File: src/ctb_ram.sv
// Generic single-write, single-read RAM with registered read data.
`default_nettype none
module ctb_ram #(
  parameter int WIDTH = 8,
  parameter int DEPTH = 16
) (
  input  wire logic                     clk,
  input  wire logic                     wr_en,
  input  wire logic [$clog2(DEPTH)-1:0] wr_addr,
  input  wire logic [WIDTH-1:0]         wr_data,
  input  wire logic                     rd_en,
  input  wire logic [$clog2(DEPTH)-1:0] rd_addr,
  output logic      [WIDTH-1:0]         rd_data
);

  logic [WIDTH-1:0] mem [DEPTH];

  always_ff @(posedge clk) begin
    if (wr_en) begin
      mem[wr_addr] <= wr_data;
    end
    if (rd_en) begin
      rd_data <= mem[rd_addr];
    end
  end

endmodule
`default_nettype wire

File: config.mk
export PLATFORM = sky130hd
export DESIGN_NAME = ctb_ram
export DESIGN_NICKNAME = d
export VERILOG_FILES = /design/src/ctb_ram.sv
export SDC_FILE = /design/constraint.sdc
export NUM_CORES = 1
export LEC_CHECK = 0
export BUFFER_PORTS_ARGS = -buffer_cell sky130_fd_sc_hd__buf_2
export CORE_UTILIZATION = 42
export DETAILED_ROUTE_END_ITERATION = 7
export GPL_ROUTABILITY_DRIVEN = 1
export GPL_TIMING_DRIVEN = 0
export MAX_ROUTING_LAYER = met4
export PLACE_DENSITY = 0.58
export SYNTH_ARGS = -nofsm -noshare
export SYNTH_HDL_FRONTEND = slang
export SYNTH_SLANG_ARGS = --single-unit
File: constraint.sdc
create_clock -name clk -period 2.73 [get_ports clk]
set_clock_uncertainty 0.05 [all_clocks]
set_input_delay 0.6825 -clock clk [delete_from_list [all_inputs] [get_ports clk]]
set_output_delay 0.6825 -clock clk [all_outputs]
set_load 0.01 [all_outputs]
Yosys cells after proc, flatten, opt, wreduce, memory -nomap -nowiden. Memories as Yosys holds them, arrays and structs flattened. A register that Yosys moved wholly into a read port is not among the register bits. Index checks and enable logic that the tools add are counted.

Memories: 1. Register bits after elaboration: 0. Bits in writable memories: 128.

Muxes and demuxes: 2.

Memories: mem (depth 16, bits a word 8, rd ports 1, clocked after memory_dff 1, wr ports 1, line 16) `logic [WIDTH-1:0] mem [DEPTH];`.

Operators with widths (number): 1-bit two-way mux (2).

Logic depth before layout (Yosys ltp).
Depth after elaboration: 2. Gate-level depth with buffers: 5.

Worst setup path after synthesis. Ideal clock, no wire load.

Kind: in2reg. Start: input port wr_addr[2]. End: memory mem[0][0] (enable). Path slack: 0.505 ns. Data required time: 2.297 ns. Arrival: 1.792 ns. Stages on the path: 2. Cell sequence: or3b_2 -> nor3_1.

RTL lines: from (decl) (line 9) `input wire logic [$clog2(DEPTH)-1:0] wr_addr,`; to (decl) (line 16).

Straight into the memory's write port.

Worst setup path in the final report.
Start: input port wr_addr[2]. End: memory mem[0][4] (enable).

Straight into the memory's write port.

==> results.toml <==
[worst_setup_path]
regToRegEndpoint = "rd_data[7]"
start_kind = "primary input"
end_kind = "register"
path_depth = 3
cp-endpoint = "mem[0][4]"
cp_num_buf_inv = 1
reg2reg_from = "mem[3][7]"
worst_ep_required_time_ns = 2.69
path_cells = "buf_2 > or3b_2 > nor3_1"
critPathKind = "primary input to register"
setup.worst_path.start = "wr_addr[2]"
cp_slowest_cell = "nor3_1"
critPathTopFamily = "simple AND/OR/NAND/NOR gates"
crit_arrival_ns = 2.37
cp_slowest_stage_delay_ns = 1.03
reg2reg_depth = 3
crit_fanout = 8
worst-r2r-setup-slack_ns = 1.12

[cts]
cts_max_path_buffers = 2
post-cts-setup-buffers = 0
cts-root-buf = "clkbuf_16"
clk_pin_slew_worst_paths_ns = 0.06
insertion_delay_ns = 0.41
h-tree-depth = 4
cts_sinks = 136
postCtsResizedCells = 0
cts_hold_repair.buffers = 0
cts_buffers = 17
cts_tree = "built"

[grt]
grt_max_degree = 17
gr-total-overflow = 0
grtUsageTotal_pct = 17.41
grt_pass1_vias = 2420
grt_pass1_wl_um = 14500
antenna_found_initial = 0

[synthesis]
synth_seq_area_share_pct = 78.12
yosysUniqueCellTypes = 18
yosysWarnings = 0
syn_nets = 248
syn_area_um2 = 5228
syn_avg_cell_area_um2 = 22.83
synth-seq-cells = 136
synth_cells = 229

[finish]
mostFrequentLayoutCell = "edfxtp_1"
instances_no_fill = 453
fill_cells = 943
antennaDiodeCount = 0
final_cell_mix = "edfxtp_1 (136), buf_2 (28), mux4_2 (18)"
layout-drive-gt1-share_pct = 28.07
fin_nets = 292
areaGrowthSynthToFinish_pct = 17.26
fin_area_um2 = 6130

[place]
portBuffers = 25
place_inst = 422
dp_hpwl_um = 6321
gp_congestion = 0.6749
dp_slack_ns = -0.08160
place_area_um2 = 5563

[pwr]
total_power_mw = 4.767
static-leakage-power_nw = 2.032
vdd.ir_drop.worst_v = 0.0004438
powerDensity_nw_per_um2 = 777.8

[sta]
max_slew_margin_pct = 10.08
period_needed_ns = 2.401
finalWorstSetupSlack_ns = 0.3286
setup_viol = 0
setup_tns_ns = 0
finalCritPeriodShare_pct = 87.96
grt_setup_unrepaired = "false"
fmax_mhz = 416.4
slew_violations = 0
hold_viol_final = 0
tightest_slew_ns = 1.338

[worst_hold_path]
hp-class = "primary input to register"
hold_depth = 1
hp-start = "rd_en"

[status]
status = "completed"

[drt]
first_pass_iters = 4
num_vias = 2345
routed_via_density = 5.177
wirelength_um = 9887
wl_per_cell_um = 21.83
post-route-drc-count = 0
drt_iter0_drc = 119
drtAntennaViolNets = 0

[floorplanning]
core_um2 = 12060
dieArea_um2 = 12900
ios = 27
start_util_pct = 43.34
num_rows = 40
die_h_um = 113.6
die_w_um = 113.6

[job]
cap_violations = 0
-- worst min path at each step --
stage                     slack, ns          to
after global routing           0.56  rd_data[2]
after detailed placement       0.70  rd_data[1]
after floorplan                0.65  rd_data[0]
after global placement         0.69  rd_data[1]
final                          0.56  rd_data[1]
after CTS                      0.56  rd_data[1]
-- where the power goes --
group	total, mW	internal, mW	switching [mW]
Combinational	0.224	0.0905	0.134
Sequential	2.36	2.35	0.00916
Clock	2.18	1.41	0.771
Total	4.77	3.85	0.913
-- synthesized netlist by cell type (all sizes together) --
library cell     n  area, µm²
a22oi           16      120.1
and2             1      6.260
and2b            1      7.510
buf              7      56.30
clkdlybuf4s25    3      30.03
edfxtp         136       4084
mux4            32      773.2
nand2            9      33.78
nand2b           2      12.51
nand3            1      5.000
nand3b           2      15.01
nor2            13      48.80
nor2b            1      6.260
nor3             4      20.02
or3b             1      8.760
-- through the flow --
step                      utilization [%]  hold slack [ns]
after global routing                50.82           0.5577
after CTS                           50.82           0.5616
after floorplan                         -           0.6548
final                               50.82           0.5602
after global placement              46.12           0.6868
after detailed placement            46.12           0.6950
-- sequential cells by signal (all words and copies together), names as in the netlist --
name / cells
mem: 128
rd_data: 8
-- area by class of cell --
| cell class | count | area [µm²] | area share, % |
|---|---|---|---|
| Buffer | 10 | 86.33 | 1.408 |
| Clock buffer | 19 | 432.9 | 7.063 |
| Clock inverter | 12 | 133.9 | 2.184 |
| Timing Repair Buffer | 25 | 125.1 | 2.041 |
| Sequential cell | 136 | 4084 | 66.63 |
| Tap cell | 168 | 210.2 | 3.429 |
| Multi-Input combinational cell | 83 | 1057 | 17.25 |
-- kinds of logic after synthesis --
family / share of synthesized area (%)
buffers and inverters: 1.651
AND/OR/NAND/NOR: 3.136
multiplexers: 14.79
AO/OA/AOI/OAI: 2.298
flip-flops: 78.12
-- worst reg2reg max path, delay by kind of cell (launching register included) --
family	cells	cell delay (ns)
multiplexers	1	0.47
flip-flops	1	0.37
AO/OA/AOI/OAI	1	0.32
AND/OR/NAND/NOR	1	0.13
-- layer usage --
layer	part of all wire [%]	up-vias	global-route usage (%)
met3	3.5	14	4.623
met2	48	50	26.54
met5	0	-	-
met4	1.5	0	6.842
li1	-	1069	-
met1	47	1212	22.46
Power figures use the tool's default switching activity.
